### config.mk
export PLATFORM = sky130hd
export DESIGN_NAME = ofdm_tps_dbpsk_receiver
export DESIGN_NICKNAME = d
export VERILOG_FILES = /design/src/hw/rtl/tpsrx_pkg.sv /design/src/hw/rtl/ofdm_tps_dbpsk_receiver.sv /design/src/hw/rtl/tpsrx_vote.sv
export SDC_FILE = /design/constraint.sdc
export NUM_CORES = 2
export LEC_CHECK = 0
export BUFFER_PORTS_ARGS = -buffer_cell sky130_fd_sc_hd__buf_2
export CAP_MARGIN = 20
export CORE_MARGIN = 1
export CORE_UTILIZATION = 47
export DETAILED_ROUTE_END_ITERATION = 16
export HOLD_SLACK_MARGIN = 0.03
export SLEW_MARGIN = 15
export SYNTH_ARGS = -nofsm -noshare
export SYNTH_HDL_FRONTEND = slang
export SYNTH_SLANG_ARGS = --single-unit
### constraint.sdc
create_clock -name clk -period 7.9 [get_ports clk]
set_clock_uncertainty 0.05 [all_clocks]
set_input_delay 1.185 -clock clk [delete_from_list [all_inputs] [get_ports clk]]
set_output_delay 1.185 -clock clk [all_outputs]
set_load 0.01 [all_outputs]
### src/hw/rtl/tpsrx_pkg.sv
// ----------------------------------------------------------------------------
// tpsrx_pkg
// Shared types and constants of the TPS differential BPSK receiver.
// ----------------------------------------------------------------------------
`default_nettype none

package tpsrx_pkg;

  // sizing of the carrier store and the TPS frame
  localparam int MAX_CARRIERS   = 68;
  localparam int FRAME_BITS     = 68;
  localparam int SYNC_END_INDEX = 17;

  localparam int CPOS_W  = $clog2(MAX_CARRIERS + 1);
  localparam int CADDR_W = (MAX_CARRIERS > 1) ? $clog2(MAX_CARRIERS) : 1;
  localparam int BPOS_MAX = (FRAME_BITS > SYNC_END_INDEX) ? FRAME_BITS : SYNC_END_INDEX;
  localparam int BPOS_W  = $clog2(BPOS_MAX + 1);
  localparam int FIDX_W  = $clog2(FRAME_BITS);

  localparam int SMP_W   = 16;
  localparam int VOTE_W  = 7;
  localparam int SYNC_W  = 16;
  localparam int SYM_W   = 7;

  localparam logic [VOTE_W-1:0] VOTE_MAX = {VOTE_W{1'b1}};
  localparam logic [SYNC_W-1:0] SYNC_WORD_RST = 16'd13806;

  // frame bit positions of the signalling fields, first bit is msb
  localparam int FLD_FRAME_NUM = 23;
  localparam int FLD_CONST     = 25;
  localparam int FLD_HIER      = 27;
  localparam int FLD_CR_HP     = 30;
  localparam int FLD_CR_LP     = 33;
  localparam int FLD_GUARD     = 36;
  localparam int FLD_MODE      = 38;

  // register file
  localparam int CFG_AW = 3;
  localparam int CFG_DW = 32;
  localparam logic [CFG_AW-3:0] REG_SYNC_WORD = 1'b0;

  typedef struct packed {
    logic signed [SMP_W-1:0] sample_re;
    logic signed [SMP_W-1:0] sample_im;
    logic                    last_carrier;
  } tps_in_t;

  typedef struct packed {
    logic             tps_bit_value;
    logic [SYM_W-1:0] symbol_index;
    logic [1:0]       frame_number;
    logic             uncertain;
    logic             resynced;
    logic             frame_done;
    logic [1:0]       constellation;
    logic [2:0]       hierarchy;
    logic [2:0]       code_rate_hp;
    logic [2:0]       code_rate_lp;
    logic [1:0]       guard_interval;
    logic [1:0]       fft_mode;
  } tps_out_t;

  // vote totals of one finished symbol
  typedef struct packed {
    logic [VOTE_W-1:0] zero_votes;
    logic [VOTE_W-1:0] one_votes;
  } vote_tally_t;

endpackage

`default_nettype wire

### src/hw/rtl/ofdm_tps_dbpsk_receiver.sv
// ----------------------------------------------------------------------------
// ofdm_tps_dbpsk_receiver
// DVB-T TPS receiver: differential BPSK bit decision, sync search and frame
// field decoding.
// ----------------------------------------------------------------------------
// Usage:
//   in_*  : one TPS pilot sample per transaction (I/Q, last_carrier flag).
//           A transaction completes on a clock edge with in_valid high and
//           in_stall low. One sample can be taken every cycle.
//   out_* : one transaction per symbol, raised by the sample flagged
//           last_carrier; other samples give no result.
//   psel/penable/pwrite/paddr/pwdata/prdata/pready : register port,
//           sync_word at byte address 0, pready always high.
// Path: the result of a last-carrier sample passes the stage 1, stage 2 and tally
//   registers of tpsrx_vote and then the output register on its way to out_data.
// Throughput: 1 sample per cycle while in_stall is low, set by the single read-modify-write
//   of the carrier store per sample (read-first port, old out and new in the same cycle).
// Reset (rst_n low, synchronous): carrier store entries are marked unwritten
//   at once and read as zero; counters, sync shifter and frame are cleared,
//   sync_word returns to 13806. No sweep, samples are taken right after reset.
// Stall: out_stall holds the result; the pipeline keeps filling its empty
//   stages and raises in_stall only once every stage is occupied.
// ----------------------------------------------------------------------------
`default_nettype none

module ofdm_tps_dbpsk_receiver (
  input  wire                                  clk,
  input  wire                                  rst_n,
  input  wire                                  in_valid,
  output logic                                 in_stall,
  input  tpsrx_pkg::tps_in_t                   in_data,
  output logic                                 out_valid,
  input  wire                                  out_stall,
  output tpsrx_pkg::tps_out_t                  out_data,
  input  wire                                  psel,
  input  wire                                  penable,
  input  wire                                  pwrite,
  input  wire [tpsrx_pkg::CFG_AW-1:0]          paddr,
  input  wire [tpsrx_pkg::CFG_DW-1:0]          pwdata,
  output logic [tpsrx_pkg::CFG_DW-1:0]         prdata,
  output logic                                 pready
);
  import tpsrx_pkg::*;

  logic                 tally_valid, tally_ready, go;
  vote_tally_t          tally;

  logic [SYNC_W-1:0]    sync_word_r, sync_word_nxt;
  logic [SYNC_W-1:0]    shift_r, shift_nxt;
  logic [BPOS_W-1:0]    bp_r, bp_nxt, bp_inc, bp_sync;
  logic [FRAME_BITS-1:0] frame_r, frame_nxt, frame_upd;
  logic [1:0]           fc_r, fc_nxt, fc_upd;
  logic                 out_v_r, out_v_nxt;
  tps_out_t             out_r, res;

  logic                 bit_val, unc, match, done, cfg_wr;
  logic [VOTE_W+1:0]    z3, o3, tv;

  tpsrx_vote u_vote (
    .clk         (clk),
    .rst_n       (rst_n),
    .in_valid    (in_valid),
    .in_stall    (in_stall),
    .in_data     (in_data),
    .tally_valid (tally_valid),
    .tally_ready (tally_ready),
    .tally       (tally)
  );

  // register port
  assign pready = 1'b1;
  assign cfg_wr = psel && penable && pwrite && (paddr[CFG_AW-1:2] == REG_SYNC_WORD);
  assign sync_word_nxt = cfg_wr ? pwdata[SYNC_W-1:0] : sync_word_r;

  always_comb begin
    prdata = '0;
    if (paddr[CFG_AW-1:2] == REG_SYNC_WORD) begin
      prdata = CFG_DW'(sync_word_r);
    end
  end

  assign tally_ready = !out_v_r || !out_stall;
  assign go          = tally_valid && tally_ready;

  // majority and uncertainty: count > floor(total/3) is 3*count > total
  always_comb begin
    bit_val = (tally.one_votes > tally.zero_votes);
    tv      = {2'b00, tally.zero_votes} + {2'b00, tally.one_votes};
    z3      = {1'b0, tally.zero_votes, 1'b0} + {2'b00, tally.zero_votes};
    o3      = {1'b0, tally.one_votes, 1'b0} + {2'b00, tally.one_votes};
    unc     = (z3 > tv) && (o3 > tv);
  end

  always_comb begin
    shift_nxt = {shift_r[SYNC_W-2:0], bit_val};
    match     = (shift_nxt == sync_word_r) || (shift_nxt == ~sync_word_r);
    bp_inc    = bp_r + 1'b1;
    bp_sync   = match ? BPOS_W'(SYNC_END_INDEX) : bp_inc;
    done      = (bp_sync >= BPOS_W'(FRAME_BITS));

    frame_upd = frame_r;
    if (bp_r < BPOS_W'(FRAME_BITS)) begin
      frame_upd[bp_r[FIDX_W-1:0]] = bit_val;
    end

    fc_upd = (bp_sync == BPOS_W'(1)) ? fc_r + 1'b1 : fc_r;
    if (done) begin
      // frame number field holds the count of the next frame
      fc_upd = {frame_upd[FLD_FRAME_NUM], frame_upd[FLD_FRAME_NUM+1]} - 2'd1;
    end

    res                = '0;
    res.tps_bit_value  = bit_val;
    res.symbol_index   = SYM_W'(bp_sync - 1'b1);
    res.frame_number   = fc_upd;
    res.uncertain      = unc;
    res.resynced       = match && (bp_inc != BPOS_W'(SYNC_END_INDEX));
    res.frame_done     = done;
    if (done) begin
      res.constellation  = {frame_upd[FLD_CONST], frame_upd[FLD_CONST+1]};
      res.hierarchy      = {frame_upd[FLD_HIER], frame_upd[FLD_HIER+1],
                            frame_upd[FLD_HIER+2]};
      res.code_rate_hp   = {frame_upd[FLD_CR_HP], frame_upd[FLD_CR_HP+1],
                            frame_upd[FLD_CR_HP+2]};
      res.code_rate_lp   = {frame_upd[FLD_CR_LP], frame_upd[FLD_CR_LP+1],
                            frame_upd[FLD_CR_LP+2]};
      res.guard_interval = {frame_upd[FLD_GUARD], frame_upd[FLD_GUARD+1]};
      res.fft_mode       = {frame_upd[FLD_MODE], frame_upd[FLD_MODE+1]};
    end
  end

  always_comb begin
    bp_nxt    = go ? (done ? '0 : bp_sync) : bp_r;
    frame_nxt = go ? frame_upd : frame_r;
    fc_nxt    = go ? fc_upd : fc_r;
    out_v_nxt = go ? 1'b1 : (out_stall ? out_v_r : 1'b0);
  end

  always_ff @(posedge clk) begin
    if (go) begin
      out_r <= res;
    end
  end

  always_ff @(posedge clk) begin
    if (!rst_n) begin
      sync_word_r <= SYNC_WORD_RST;
      shift_r     <= '0;
      bp_r        <= '0;
      frame_r     <= '0;
      fc_r        <= '0;
      out_v_r     <= 1'b0;
    end else begin
      sync_word_r <= sync_word_nxt;
      shift_r     <= go ? shift_nxt : shift_r;
      bp_r        <= bp_nxt;
      frame_r     <= frame_nxt;
      fc_r        <= fc_nxt;
      out_v_r     <= out_v_nxt;
    end
  end

  assign out_valid = out_v_r;
  assign out_data  = out_r;

endmodule

`default_nettype wire

### src/hw/rtl/tpsrx_vote.sv
// ----------------------------------------------------------------------------
// tpsrx_vote
// Carrier store with read-modify-write, differential dot product and per-symbol
// vote counting. Emits one vote tally per symbol.
// ----------------------------------------------------------------------------
`default_nettype none

module tpsrx_vote (
  input  wire                       clk,
  input  wire                       rst_n,
  input  wire                       in_valid,
  output logic                      in_stall,
  input  tpsrx_pkg::tps_in_t        in_data,
  output logic                      tally_valid,
  input  wire                       tally_ready,
  output tpsrx_pkg::vote_tally_t    tally
);
  import tpsrx_pkg::*;

  // carrier store, previous symbol's sample per carrier
  logic [2*SMP_W-1:0]   mem [MAX_CARRIERS];
  logic [MAX_CARRIERS-1:0] seen_r, seen_nxt;

  logic [CPOS_W-1:0]    cpos_r, cpos_nxt;
  logic [CADDR_W-1:0]   addr;
  logic                 acc, in_range, wr;

  // stage 1: stored sample, new sample
  logic                 s1_v_r, s1_v_nxt;
  logic signed [SMP_W-1:0] s1_re_r, s1_im_r;
  logic                 s1_rng_r, s1_last_r, s1_seen_r;
  logic [2*SMP_W-1:0]   rd_r;
  logic signed [SMP_W-1:0] prev_re, prev_im;
  logic signed [2*SMP_W-1:0] prod_re, prod_im;

  // stage 2: registered products
  logic                 s2_v_r, s2_v_nxt;
  logic signed [2*SMP_W-1:0] s2_pre_r, s2_pim_r;
  logic                 s2_rng_r, s2_last_r;
  logic signed [2*SMP_W:0] dot;
  logic                 neg;

  logic [VOTE_W-1:0]    zv_r, zv_nxt, ov_r, ov_nxt, zv_upd, ov_upd;

  // stage 3: finished tally
  logic                 t_v_r, t_v_nxt;
  vote_tally_t          t_r;

  logic                 t_rdy, s2_go, s2_rdy, s1_go, s1_rdy;

  // backpressure chain, a bubble in any stage is filled
  always_comb begin
    t_rdy    = !t_v_r || tally_ready;
    s2_go    = s2_v_r && (!s2_last_r || t_rdy);
    s2_rdy   = !s2_v_r || s2_go;
    s1_go    = s1_v_r && s2_rdy;
    s1_rdy   = !s1_v_r || s2_rdy;
    in_stall = !s1_rdy;
    acc      = in_valid && s1_rdy;
  end

  assign in_range = (cpos_r < CPOS_W'(MAX_CARRIERS));
  assign addr     = cpos_r[CADDR_W-1:0];
  assign wr       = acc && in_range;

  always_comb begin
    cpos_nxt = cpos_r;
    if (acc) begin
      if (in_data.last_carrier) begin
        cpos_nxt = '0;
      end else if (in_range) begin
        cpos_nxt = cpos_r + 1'b1;
      end
    end
  end

  always_comb begin
    seen_nxt = seen_r;
    if (wr) begin
      seen_nxt[addr] = 1'b1;
    end
  end

  // read-first: the old sample comes out while the new one goes in
  always_ff @(posedge clk) begin
    if (wr) begin
      rd_r      <= mem[addr];
      mem[addr] <= {in_data.sample_re, in_data.sample_im};
    end
  end

  always_ff @(posedge clk) begin
    if (wr) begin
      s1_seen_r <= seen_r[addr];
    end
    if (acc) begin
      s1_re_r   <= in_data.sample_re;
      s1_im_r   <= in_data.sample_im;
      s1_rng_r  <= in_range;
      s1_last_r <= in_data.last_carrier;
    end
  end

  // an entry never written reads as zero
  always_comb begin
    prev_re = s1_seen_r ? $signed(rd_r[2*SMP_W-1:SMP_W]) : '0;
    prev_im = s1_seen_r ? $signed(rd_r[SMP_W-1:0]) : '0;
    prod_re = s1_re_r * prev_re;
    prod_im = s1_im_r * prev_im;
  end

  always_ff @(posedge clk) begin
    if (s1_go) begin
      s2_pre_r  <= prod_re;
      s2_pim_r  <= prod_im;
      s2_rng_r  <= s1_rng_r;
      s2_last_r <= s1_last_r;
    end
  end

  always_comb begin
    dot    = {s2_pre_r[2*SMP_W-1], s2_pre_r} + {s2_pim_r[2*SMP_W-1], s2_pim_r};
    neg    = dot[2*SMP_W];
    zv_upd = (s2_rng_r && !neg && (zv_r != VOTE_MAX)) ? zv_r + 1'b1 : zv_r;
    ov_upd = (s2_rng_r && neg && (ov_r != VOTE_MAX)) ? ov_r + 1'b1 : ov_r;
    zv_nxt = zv_r;
    ov_nxt = ov_r;
    if (s2_go) begin
      zv_nxt = s2_last_r ? '0 : zv_upd;
      ov_nxt = s2_last_r ? '0 : ov_upd;
    end
  end

  always_ff @(posedge clk) begin
    if (s2_go && s2_last_r) begin
      t_r.zero_votes <= zv_upd;
      t_r.one_votes  <= ov_upd;
    end
  end

  always_comb begin
    s1_v_nxt = acc ? 1'b1 : (s1_go ? 1'b0 : s1_v_r);
    s2_v_nxt = s1_go ? 1'b1 : (s2_go ? 1'b0 : s2_v_r);
    t_v_nxt  = (s2_go && s2_last_r) ? 1'b1 : (tally_ready ? 1'b0 : t_v_r);
  end

  always_ff @(posedge clk) begin
    if (!rst_n) begin
      cpos_r <= '0;
      seen_r <= '0;
      s1_v_r <= 1'b0;
      s2_v_r <= 1'b0;
      t_v_r  <= 1'b0;
      zv_r   <= '0;
      ov_r   <= '0;
    end else begin
      cpos_r <= cpos_nxt;
      seen_r <= seen_nxt;
      s1_v_r <= s1_v_nxt;
      s2_v_r <= s2_v_nxt;
      t_v_r  <= t_v_nxt;
      zv_r   <= zv_nxt;
      ov_r   <= ov_nxt;
    end
  end

  assign tally_valid = t_v_r;
  assign tally       = t_r;

endmodule

`default_nettype wire

==> impl_metrics.ini <==
[floorplanning]
die_w_um = 493.0
die_y_um = 493.0
placementRows = 179
dieArea_mm2 = 0.2431
start_util = 0.4747
ios = 138
core_area_mm2 = 0.2387

[critical_path]
path_buf_inv = 6
r2r-end = u_vote.s2_pim_r[30]$_DFFE_PP_
crit_path_top_delay_cell = edfxtp_1
path_class = flop to flop
crit_path_frequent_cell = fa_1
worstPathRequired_ns = 8.50
path_cells = and2_1, buf_4, nand2_1, fa_1, inv_1, fa_1, inv_1, fa_1, inv_1, fa_1, fa_1, inv_1, fa_1, inv_1, ha_1, a21oi_2, a21oi_1, nor4_2, a21oi_1, a311oi_2, nor3_1, a2111o_1, a21oi_2, xnor2_1
start_kind = flop
cp-end-kind = flop
reg2reg_from = u_vote.s1_seen_r$_DFFE_PP_
cp.arrival_ns = 7.87
reg2reg_depth = 24
reg2reg_slack_ns = 0.63
path_delay_family = adder cells
critPathMaxFanout = 18
max_stage_delay_ns = 0.75

[power_and_ir_drop]
powerDensity_mw_per_mm2 = 275.3
power.total_w = 0.03462
peakVddDrop_mv = 0.2701
leakage_nw = 43.62

[logic_synthesis]
yosysWarnings = 0
ys_seq_area_frac = 0.6495
synth_edf_count = 2351
async_reset_ff_frac = 0
ys_ff_latch = 2501
syn-mean-instance-area_um2 = 14.89
synth_area_mm2 = 0.1133
ys.flop_type = edfxtp_1
yosysUniqueCellTypes = 101
syn_inst = 7609

[placement]
place_hpwl_mm = 187.7
routabilityCongestion = 0.8613
numPortBuffers = 102
place_ws_ns = 0.6621

[worst_hold_path]
hold_class = flop to flop
hold_start = u_vote.s1_last_r$_DFFE_PP_
min_to = u_vote.s2_last_r$_DFFE_PP_
holdPathStages = 0

[sta]
min_period_over_period = 0.9208
slew_headroom = 0.2310
worst_slack_ns = 0.6257
setup-tns-final_ns = 0
rsz0062_at_grt = false
max_freq_mhz = 137.5
min_period_ns = 7.274
worstMarginPinSlew_ns = 1.151
slew_viol_final = 0
setup_viol = 0
hold_viol = 0

[clock_network]
cts.sinks = 2501
cts_hold_buf = 0
cts_resized = 0
clockBufferDepth = 3
clkTransAtPathRegs_ns = 0.06
postCtsSetupRepairBufs = 0
clk_latency_ns = 0.90
cts_tree = built
cts_buffers = 239
cts-root-buf = clkbuf_16
htreeDepth = 4

[status]
outcome = complete, no violations

[global_routing]
first_global_vias = 68020
grt_pass1_wl_mm = 465.0
grtUsageTotal = 0.2614
grt_max_degree = 97
antenna_found_initial = 16
overflow = 0

[route]
drcViolationCount = 0
wl_per_cell_um = 28.85
wl_mm = 320.3
antenna_left = 0
vias_per_cell = 6.174
dr.pass1.iters = 5
drt_iter0_drc = 8138
num_vias = 68530

[finish]
area_growth_pct = 10.98
postLayoutCoreUtil = 0.5268
final_common_cell = edfxtp_1
nets = 8569
drive_gt1_frac = 0.1043
final_cell_mix = 2,351 x edfxtp_1, 691 x a22oi_1, 617 x inv_1

[run]
drv_cap = 0
metrics by stage:
stage / hold slack [ns] / cells / cell area [um2]
finish: 0.3788 / 11100 / 125800
global route: 0.3923 / 11100 / 125800
CTS: 0.3732 / 11090 / 125700
detailed placement: 0.3632 / 10650 / 118100
global placement: 0.3583 / 10650 / 118100
floorplan: 0.3503 / 7624 / 113400
registers in the layout, indices dropped and copies added (netlist names), 2 cells and up:
name,flops
bp_r,7
u_vote.s1_re_r,16
u_vote.addr,7
u_vote.seen_r,68
sync_word_r,16
u_vote.rd_r,32
u_vote.ov_r,7
u_vote.s1_im_r,16
fc_r,2
u_vote.tally,14
frame_r,17
u_vote.mem,2176
out_data,28
shift_r,15
u_vote.s2_pre_r,32
u_vote.zv_r,7
u_vote.s2_pim_r,32
how the worst max path moves through the flow:
stage	from	end	slack (ns)	depth (start not counted)
2_1_floorplan	u_vote.s1_seen_r$_DFFE_PP_	u_vote.s2_pim_r[30]$_DFFE_PP_	1.28	26
3_3_place_gp	u_vote.s1_seen_r$_DFFE_PP_	u_vote.s2_pim_r[30]$_DFFE_PP_	0.76	24
3_5_place_dp	u_vote.s1_seen_r$_DFFE_PP_	u_vote.s2_pim_r[30]$_DFFE_PP_	0.66	21
4_1_cts	u_vote.s1_seen_r$_DFFE_PP_	u_vote.s2_pim_r[30]$_DFFE_PP_	0.63	24
5_1_grt	u_vote.s1_seen_r$_DFFE_PP_	u_vote.s2_pre_r[28]$_DFFE_PP_	0.21	20
6_report	u_vote.s1_seen_r$_DFFE_PP_	u_vote.s2_pim_r[30]$_DFFE_PP_	0.63	24
kinds of logic (layout without fill, tap and decap cells):
kind of cell | Yosys count | in the layout | synth area share
other | 2 | 22 | 0.00006627
XOR/XNOR | 122 | 122 | 0.009429
AND/OR/NAND/NOR | 1403 | 1403 | 0.06163
flip-flops | 2501 | 2501 | 0.6495
buffers and inverters | 1078 | 1382 | 0.03960
AO/OA/AOI/OAI | 1672 | 1672 | 0.1098
adder cells (fa/ha/maj) | 772 | 772 | 0.1202
multiplexers | 59 | 59 | 0.009816
cells in the mapped netlist, types with 35 or more instances:
master       n  area, um2
buf_2      149      745.7
ha_1       245       3065
a22o_1     173       1515
and3_1     268       1677
xnor2_1     96      840.8
dfxtp_1    150       3003
a21oi_1    178      890.9
nand3_1     97      485.5
mux4_2      41      923.4
edfxtp_1  2351      70600
a31oi_1    124      775.7
fa_1       527      10550
nand4_1    180       1126
buf_1       35      131.4
a221oi_1   171       1498
nor2_1     303       1137
clkbuf_1   224      840.8
nand2_1    391       1468
inv_1      618       2320
a22oi_1    691       5187
o21ai_0     74      370.4
o21a_1      43      322.8
report_power, final:
part / total, W / internal, W / switching, W
clock network: 0.0112 / 0.00622 / 0.00500
logic: 0.00817 / 0.00337 / 0.00481
registers: 0.0152 / 0.0150 / 0.000221
metal layers:
metal | part of all wire | routed length [um] | track usage
met2 | 0.47 | 151400 | 0.4214
met3 | 0.091 | 29010 | 0.04693
met1 | 0.41 | 131500 | 0.3657
met4 | 0.026 | 8292 | 0.07098
met5 | 0.00026 | 83 | 0
area by class of cell:
type | count | area, um2
Clock buffer | 316 | 6391
Timing Repair Buffer | 314 | 2320
Inverter | 621 | 2333
Sequential cell | 2501 | 73610
Tap cell | 3167 | 3963
Fill cell | 19440 | 113000
Multi-Input combinational cell | 4045 | 35890
Clock inverter | 131 | 1250
Antenna cell | 5 | 12.51
No activity file was read; power rests on OpenSTA's default activity.
